--- src/rtl/tlbc_pkg.sv ---
// Package for the signal tower lamp controller.
// Word types, configuration register indexes, status and lamp codes.
// No dependencies.
`timescale 1ns / 1ps

package tlbc_pkg;

    localparam int unsigned CFG_INDEX_W = 8;
    localparam int unsigned CFG_DATA_W  = 48;

    typedef enum logic [CFG_INDEX_W-1:0] {
        CFG_WAIT_TIME     = 8'd0,
        CFG_LAMP_PATTERNS = 8'd1
    } cfg_index_t;

    typedef enum logic [2:0] {
        ST_STOP      = 3'd0,
        ST_RUN       = 3'd1,
        ST_JAM       = 3'd2,
        ST_LOT_END   = 3'd3,
        ST_INIT      = 3'd4,
        ST_WARNING   = 3'd5,
        ST_LOCK      = 3'd6,
        ST_SELFCHECK = 3'd7
    } run_status_t;

    typedef enum logic [1:0] {
        CODE_OFF   = 2'd0,
        CODE_ON    = 2'd1,
        CODE_FLASH = 2'd2,
        CODE_KEEP  = 2'd3
    } lamp_code_t;

    // lamp drive bit positions
    localparam int unsigned BIT_RED    = 0;
    localparam int unsigned BIT_YELLOW = 1;
    localparam int unsigned BIT_GREEN  = 2;
    localparam int unsigned BIT_START  = 3;
    localparam int unsigned BIT_STOP   = 4;
    localparam int unsigned BIT_RESET  = 5;

    // init cycle lamp sets
    localparam logic [5:0] INIT_RED_START    = 6'b001001;
    localparam logic [5:0] INIT_YELLOW_STOP  = 6'b010010;
    localparam logic [5:0] INIT_GREEN_RESET  = 6'b100100;

    localparam logic [15:0] WAIT_TIME_RESET = 16'd500;

    typedef struct packed {
        logic [31:0] now_ms;
        logic [2:0]  run_status;
        logic        recovering;
        logic        monitor_screen;
    } tlbc_in_t;

    typedef struct packed {
        logic       red_lamp;
        logic       yellow_lamp;
        logic       green_lamp;
        logic       start_button_lamp;
        logic       stop_button_lamp;
        logic       reset_button_lamp;
        logic [2:0] phase;
    } tlbc_out_t;

    typedef struct packed {
        logic [15:0] wait_time_ms;
        logic [47:0] lamp_patterns;
    } tlbc_cfg_t;

endpackage

--- src/rtl/tlbc_cfg_regs.sv ---
// Configuration register file: hold time and per-status lamp patterns.
// Depends on tlbc_pkg.
`timescale 1ns / 1ps

module tlbc_cfg_regs (
    input  logic                                aclk,
    input  logic                                aresetn,
    input  logic                                cfg_valid,
    input  logic [tlbc_pkg::CFG_INDEX_W-1:0]    cfg_index,
    input  logic [tlbc_pkg::CFG_DATA_W-1:0]     cfg_data,
    output tlbc_pkg::tlbc_cfg_t                 cfg
);

    tlbc_pkg::tlbc_cfg_t cfg_reg;
    tlbc_pkg::tlbc_cfg_t cfg_next;

    always_comb begin
        cfg_next = cfg_reg;
        if (cfg_valid) begin
            unique case (cfg_index)
                tlbc_pkg::CFG_WAIT_TIME:     cfg_next.wait_time_ms  = cfg_data[15:0];
                tlbc_pkg::CFG_LAMP_PATTERNS: cfg_next.lamp_patterns = cfg_data;
                default:                     cfg_next = cfg_reg;
            endcase
        end
    end

    always_ff @(posedge aclk) begin
        if (!aresetn) begin
            cfg_reg.wait_time_ms  <= tlbc_pkg::WAIT_TIME_RESET;
            cfg_reg.lamp_patterns <= '0;
        end else begin
            cfg_reg <= cfg_next;
        end
    end

    assign cfg = cfg_reg;

endmodule

--- src/rtl/tlbc_seq.sv ---
// Lamp sequencer: step, phase start time and lamp drives, one poll per fire.
// Depends on tlbc_pkg.
`timescale 1ns / 1ps

module tlbc_seq (
    input  logic                 aclk,
    input  logic                 aresetn,
    input  logic                 fire,
    input  tlbc_pkg::tlbc_in_t   item,
    input  tlbc_pkg::tlbc_cfg_t  cfg,
    output tlbc_pkg::tlbc_out_t  result,
    output logic [2:0]           step
);

    logic [2:0]  step_reg;
    logic [2:0]  step_next;
    logic [31:0] start_ms_reg;
    logic [31:0] start_ms_next;
    logic [5:0]  lamps_reg;
    logic [5:0]  lamps_next;

    logic [31:0] elapsed;
    logic        held;
    logic        is_init;
    logic        on_phase;
    logic [5:0]  pattern;

    assign elapsed = item.now_ms - start_ms_reg;
    assign held    = elapsed > {16'd0, cfg.wait_time_ms};
    assign is_init = item.run_status == tlbc_pkg::ST_INIT;
    assign on_phase = step_reg == 3'd0;
    assign pattern  = cfg.lamp_patterns[6'(item.run_status) * 6'd6 +: 6];

    function automatic logic code_drive(input logic [1:0] code, input logic cur,
                                        input logic on);
        logic v;
        v = cur;
        case (code)
            tlbc_pkg::CODE_OFF:   v = 1'b0;
            tlbc_pkg::CODE_ON:    v = 1'b1;
            tlbc_pkg::CODE_FLASH: v = on;
            default:              v = cur;
        endcase
        return v;
    endfunction

    always_comb begin
        step_next     = step_reg;
        start_ms_next = start_ms_reg;
        lamps_next    = lamps_reg;
        if (!item.monitor_screen) begin
            if (item.run_status == tlbc_pkg::ST_JAM ||
                item.run_status == tlbc_pkg::ST_WARNING) begin
                lamps_next[tlbc_pkg::BIT_STOP]  = 1'b1;
                lamps_next[tlbc_pkg::BIT_START] = 1'b0;
            end
            if (is_init) begin
                case (step_reg)
                    3'd0:       lamps_next = tlbc_pkg::INIT_RED_START;
                    3'd2, 3'd6: lamps_next = tlbc_pkg::INIT_YELLOW_STOP;
                    3'd4:       lamps_next = tlbc_pkg::INIT_GREEN_RESET;
                    default:    ;
                endcase
                if (!step_reg[0]) begin
                    start_ms_next = item.now_ms;
                    step_next     = step_reg + 3'd1;
                end else if (held) begin
                    step_next = step_reg + 3'd1;
                end
            end else if (step_reg[2]) begin
                step_next = 3'd0;
            end else if (step_reg[0]) begin
                if (held) begin
                    step_next = (step_reg == 3'd3) ? 3'd0 : step_reg + 3'd1;
                end
            end else begin
                if (item.recovering) begin
                    lamps_next[tlbc_pkg::BIT_GREEN] = on_phase;
                    lamps_next[tlbc_pkg::BIT_START] = on_phase;
                end else begin
                    lamps_next[tlbc_pkg::BIT_RED] =
                        code_drive(pattern[1:0], lamps_next[tlbc_pkg::BIT_RED], on_phase);
                    lamps_next[tlbc_pkg::BIT_YELLOW] =
                        code_drive(pattern[3:2], lamps_next[tlbc_pkg::BIT_YELLOW], on_phase);
                    lamps_next[tlbc_pkg::BIT_GREEN] =
                        code_drive(pattern[5:4], lamps_next[tlbc_pkg::BIT_GREEN], on_phase);
                end
                start_ms_next = item.now_ms;
                step_next     = step_reg + 3'd1;
            end
        end
    end

    always_ff @(posedge aclk) begin
        if (!aresetn) begin
            step_reg     <= '0;
            start_ms_reg <= '0;
            lamps_reg    <= '0;
        end else if (fire) begin
            step_reg     <= step_next;
            start_ms_reg <= start_ms_next;
            lamps_reg    <= lamps_next;
        end
    end

    assign result.red_lamp          = lamps_next[tlbc_pkg::BIT_RED];
    assign result.yellow_lamp       = lamps_next[tlbc_pkg::BIT_YELLOW];
    assign result.green_lamp        = lamps_next[tlbc_pkg::BIT_GREEN];
    assign result.start_button_lamp = lamps_next[tlbc_pkg::BIT_START];
    assign result.stop_button_lamp  = lamps_next[tlbc_pkg::BIT_STOP];
    assign result.reset_button_lamp = lamps_next[tlbc_pkg::BIT_RESET];
    assign result.phase             = step_next;
    assign step                     = step_reg;

endmodule

--- src/rtl/tower_lamp_blink_controller.sv ---
// Top level of the signal tower lamp controller: input register, sequencer,
// result register and configuration registers.
// Depends on tlbc_pkg, tlbc_cfg_regs and tlbc_seq.
//
// Usage:
//   s_ channel: one poll word (time, status, recovery and monitor flags).
//   m_ channel: one result word per poll (six lamp drives and the phase).
//   cfg_ channel: register writes, index 0 hold time in ms, index 1 lamp
//   patterns; writes to other indexes are dropped. cfg_ready is always high.
// Path: an accepted poll is held in the input register, then in the result register that drives m_.
// Throughput: one poll per clock while m_ready does not hold the result. The sequencer state is read and updated
// in the single stage between the input register and the result register,
// so consecutive polls see each other's updates with no bubble.
// Reset: step, phase start time and all lamps clear, hold time 500 ms,
// patterns all zero, both channels empty.
// Stall: while m_ready is low the result word holds; one more poll can wait
// in the input register, after which s_ready drops.
`timescale 1ns / 1ps

module tower_lamp_blink_controller (
    input  logic                                aclk,
    input  logic                                aresetn,
    input  logic                                s_valid,
    output logic                                s_ready,
    input  tlbc_pkg::tlbc_in_t                  s_data,
    output logic                                m_valid,
    input  logic                                m_ready,
    output tlbc_pkg::tlbc_out_t                 m_data,
    input  logic                                cfg_valid,
    output logic                                cfg_ready,
    input  logic [tlbc_pkg::CFG_INDEX_W-1:0]    cfg_index,
    input  logic [tlbc_pkg::CFG_DATA_W-1:0]     cfg_data
);

    logic                in_valid_reg;
    logic                in_valid_next;
    tlbc_pkg::tlbc_in_t  in_reg;
    logic                out_valid_reg;
    logic                out_valid_next;
    tlbc_pkg::tlbc_out_t out_reg;

    tlbc_pkg::tlbc_cfg_t cfg;
    tlbc_pkg::tlbc_out_t result;
    logic [2:0]          step;

    logic advance;
    logic fire;
    logic take;

    assign advance   = !out_valid_reg || m_ready;
    assign fire      = in_valid_reg && advance;
    assign s_ready   = !in_valid_reg || advance;
    assign take      = s_valid && s_ready;
    assign cfg_ready = 1'b1;

    tlbc_cfg_regs u_cfg (
        .aclk      (aclk),
        .aresetn   (aresetn),
        .cfg_valid (cfg_valid),
        .cfg_index (cfg_index),
        .cfg_data  (cfg_data),
        .cfg       (cfg)
    );

    tlbc_seq u_seq (
        .aclk    (aclk),
        .aresetn (aresetn),
        .fire    (fire),
        .item    (in_reg),
        .cfg     (cfg),
        .result  (result),
        .step    (step)
    );

    always_comb begin
        in_valid_next = in_valid_reg;
        if (take) begin
            in_valid_next = 1'b1;
        end else if (fire) begin
            in_valid_next = 1'b0;
        end
        out_valid_next = out_valid_reg;
        if (fire) begin
            out_valid_next = 1'b1;
        end else if (m_ready) begin
            out_valid_next = 1'b0;
        end
    end

    always_ff @(posedge aclk) begin
        if (!aresetn) begin
            in_valid_reg  <= 1'b0;
            out_valid_reg <= 1'b0;
        end else begin
            in_valid_reg  <= in_valid_next;
            out_valid_reg <= out_valid_next;
        end
    end

    always_ff @(posedge aclk) begin
        if (take) begin
            in_reg <= s_data;
        end
        if (fire) begin
            out_reg <= result;
        end
    end

    assign m_valid = out_valid_reg;
    assign m_data  = out_reg;

    a_phase_tracks_step: assert property (@(posedge aclk) disable iff (!aresetn)
        fire |=> m_data.phase == step)
        else $error("result phase differs from sequencer step");

    a_monitor_freezes: assert property (@(posedge aclk) disable iff (!aresetn)
        (fire && in_reg.monitor_screen) |=> $stable(step))
        else $error("step moved during monitor screen poll");

    a_stall_cause: assert property (@(posedge aclk) disable iff (!aresetn)
        !s_ready |-> (in_valid_reg && out_valid_reg && !m_ready))
        else $error("input stalled without a blocked result");

    a_high_step_clears: assert property (@(posedge aclk) disable iff (!aresetn)
        (fire && !in_reg.monitor_screen && step[2] &&
         in_reg.run_status != tlbc_pkg::ST_INIT) |=> step == 3'd0)
        else $error("out-of-range step not cleared");

endmodule
--- config.mk ---
export PLATFORM = sky130hd
export DESIGN_NAME = tower_lamp_blink_controller
export DESIGN_NICKNAME = d
export VERILOG_FILES = /design/src/rtl/tlbc_pkg.sv /design/src/rtl/tlbc_cfg_regs.sv /design/src/rtl/tlbc_seq.sv /design/src/rtl/tower_lamp_blink_controller.sv
export SDC_FILE = /design/constraint.sdc
export NUM_CORES = 1
export LEC_CHECK = 0
export ABC_AREA = 1
export BUFFER_PORTS_ARGS = -buffer_cell sky130_fd_sc_hd__buf_2
export CAP_MARGIN = 15
export CORE_MARGIN = 2
export CORE_UTILIZATION = 44
export CTS_BUF_LIST = sky130_fd_sc_hd__clkbuf_16
export DETAILED_ROUTE_END_ITERATION = 8
export PLACE_DENSITY = 0.74
export REMOVE_ABC_BUFFERS = 1
export SYNTH_ARGS = -nofsm -noshare
export SYNTH_HDL_FRONTEND = slang
export SYNTH_HIERARCHICAL = 1
export SYNTH_SLANG_ARGS = --single-unit
--- constraint.sdc ---
create_clock -name aclk -period 10.4 [get_ports aclk]
set_clock_uncertainty 0.2 [all_clocks]
set_input_delay 0 -clock aclk [delete_from_list [all_inputs] [get_ports aclk]]
set_output_delay 0 -clock aclk [all_outputs]
set_load 0.01 [all_outputs]
==> impl_metrics.csv <==
group,metric,value,unit
die,die_h,151,um
cells_and_area,fin_cells,1891,
worst_setup_path,cp.required,10.38,ns
detailed_routing,vias,9229,
timing,finalHoldViolations,0,
min_path,worstHoldStart,"s_data[0]",
pwr,power_switching,0.000495,W
detailed_routing,drt_iter0_markers,531,
synth,synth_edf_count,46,
clocking,insertion_delay,0.44,ns
timing,final-setup-viol-count,0,
die,dieWidth,151,um
worst_setup_path,crit_path_end,"m_data[2]",
synth,syn_inst,1405,
cells_and_area,antennaDiodeCount,0,
die,coreArea,21000,sq um
clocking,clk_path_buf_depth,2,
die,num_io_pins,110,
cells_and_area,largest_reg_flops,64,
synth,async_flop_share,0,
grt,grt_max_degree,102,
worst_setup_path,crit_path_end_kind,"flop",
timing,min_period,3.91,ns
die,start_util,0.449,
cells_and_area,area_delta_synth_final,25.7,%
detailed_routing,first_pass_iters,7,
clocking,path_clk_slew,0.07,ns
worst_setup_path,crit_start,"in_reg[5]",
worst_setup_path,start_kind,"flop",
pwr,p_leak,5.79,nW
timing,fin_setup_tns,0,ns
run,drv_cap,0,
die,num_rows,53,
pwr,internal_power,0.00111,W
place,finalWeightedCongestion,0.902,
timing,maxSlewHeadroom,0.291,
synth,yosys_warnings,6,
grt,grtUsageTotal,0.225,
detailed_routing,final_antenna_net_count,0,
pwr,power.density,135,nW/um^2
pwr,power_frac_clock,0.384,
clocking,cts_resized,0,
clocking,postCtsSetupBuffers,0,
timing,fin_crit_sh,0.376,
detailed_routing,routed_wl,24900,um
cells_and_area,nets,1754,
cells_and_area,final_core_utilization,0.565,
worst_setup_path,slowest_delay,0.40,ns
grt,grt_pass1_vias,8726,
timing,max_freq,256,MHz
timing,worst_pin_slew,1.06,ns
pwr,ir_drop,99.8,uV
worst_setup_path,criticalPathCategory,"flop to flop",
grt,antenna_found_initial,0,
worst_setup_path,cp_max_fo,4,
cells_and_area,drive_gt1_frac,0.119,
place,post-place-ws,6.51,ns
pwr,swShare,0.308,
clocking,cts_tree,"done",
grt,grt_pass1_wl,40700,um
worst_setup_path,cp_slowest_cell,"fa_1",
timing,slew_viol_final,0,
detailed_routing,route.detailed.drc,0,
clocking,htree_levels,4,
timing,rsz0062_at_grt,"no",
place,dp_hpwl,16600,um
worst_setup_path,critical_path_arrival,3.89,ns
worst_setup_path,cpMostUsedCell,"nand2_1",
worst_setup_path,rrSetupSlack,6.49,ns
pwr,combPwrFrac,0.210,
synth,synth-main-ff-cell,"dfxtp_1",
grt,grt_overflow_total,0,
cells_and_area,fillCellCount,1922,
worst_setup_path,r2r_cells,29,
worst_setup_path,reg2reg_to,"m_data[2]",
place,dp.cells,1748,
synth,synth-seq-cells,153,
min_path,hold_class,"primary input to flop",
synth,post_synth_num_cell_types,49,
die,dieArea,22700,sq um
clocking,cts_num_sinks,153,
synth,syn_area_per_cell,6.73,sq um
place,port-buffer-count,108,
run_status,status,"completed",
synth,synth_area,9450,sq um
detailed_routing,wl_per_cell,13.2,um
clocking,cts_buffers,17,
timing,fin_ws,6.49,ns
synth,yosysSeqAreaShare,0.373,
pwr,power_frac_seq,0.405,
detailed_routing,via_per_inst,4.88,
clocking,cts_root_buffer,"clkbuf_16",
worst_setup_path,r2r-start,"in_reg[5]",
==> what timing repair did <==
item                                   CTS  global route
hold buffers                           110             0
endpoints found under the hold margin  103             0
setup endpoints to repair                0             0
==> Yosys cell counts (12+ instances only) <==
cell / number / area [sq um]
ha_1: 52 / 651
o21ai_0: 67 / 335
xor2_1: 12 / 105
nor2_1: 196 / 736
inv_1: 246 / 923
clkbuf_1: 19 / 71.3
buf_2: 12 / 60.1
a21oi_1: 68 / 340
nand2_1: 351 / 1320
nand3_1: 117 / 586
dfxtp_1: 107 / 2140
edfxtp_1: 46 / 1380
==> cell families after synthesis <==
family / after synthesis / share of synthesized area
mux: 3 / 0.00318
buf+inv: 302 / 0.126
other cells: 1 / 0.000397
flops: 153 / 0.373
simple gates: 714 / 0.317
compound gates: 164 / 0.0955
xor+xnor: 15 / 0.0139
fa+ha+maj: 53 / 0.0710
==> worst min path at each step <==
stage | to | slack, ns | cells past startpoint
6_report | in_reg[0] | 0.08 | 2
5_1_grt | in_reg[4] | 0.07 | 2
4_1_cts | u_cfg/cfg[20] | 0.04 | 7
3_5_place_dp | in_reg[33] | -0.02 | 1
3_3_place_gp | in_reg[27] | -0.02 | 1
2_1_floorplan | u_cfg/cfg[50] | -0.12 | 1
==> cell usage in the layout, fill, tap and decap left out, types with 3 or more instances in the layout <==
cell             n
buf_4            5
edfxtp_1        46
nand2_2          7
dfxtp_1        107
o211ai_1         3
a21oi_2          3
nand3_1        116
o22ai_1          3
inv_8            3
inv_1          247
clkbuf_16       17
dlygate4sd3_1  109
xnor2_1          3
nor2_2          10
inv_2           10
nand4_1          7
ha_1            52
nor2_1         195
and2_1           4
o21ai_0         67
nor3_2           5
nor2_4           4
nand3_2          4
a21oi_1         67
inv_6            5
buf_2          108
xor2_1          12
o2111ai_1        6
mux2i_1          3
nor3_1           5
nand2_1        351
==> worst max-delay path, delay by kind of cell (launching register included) <==
family                     cells  cell delay (ns)
adders and majority gates      3             0.88
DFF                            1             0.36
buffers and inverters          4             0.23
and+or+nand+nor               21             1.90
xor gates and xnor gates       1             0.08
==> through the flow <==
| step | cell area (sq um) | total power [W] | hold slack (ns) |
|---|---|---|---|
| global placement | 10200 | 0.000961 | -0.0219 |
| CTS | 11900 | 0.00161 | 0.0450 |
| floorplan | 9220 | 0.000874 | -0.115 |
| finish | 11900 | 0.00161 | 0.0754 |
| global route | 11900 | 0.00169 | 0.0722 |
| detailed placement | 10200 | 0.000965 | -0.0219 |
==> power groups by stage <==
stage	registers [W]	logic [W]	clock network, W
finish	0.000650	0.000338	0.000617
global route	0.000652	0.000383	0.000655
CTS	0.000650	0.000333	0.000629
detailed placement	0.000663	0.000302	0
global placement	0.000663	0.000298	0
floorplan	0.000662	0.000213	0
==> metal layers <==
layer,routed length [um],track usage,part of all wire,vias up
met1,11200,0.278,0.45,4145
met5,0,0,0,-
met4,632,0.0755,0.025,0
met2,12100,0.398,0.48,240
met3,1030,0.0364,0.041,47
li1,-,-,-,4797
==> cell type report <==
cell class | count | area, sq um | area share
inverter | 257 | 965 | 0.0812
multi-input combinational | 950 | 4750 | 0.400
clock inverter | 15 | 158 | 0.0133
tap | 275 | 344 | 0.0290
timing repair buffer | 224 | 1710 | 0.144
sequential | 153 | 3520 | 0.297
clock buffer | 17 | 425 | 0.0358
Power figures use the tool's default switching activity.
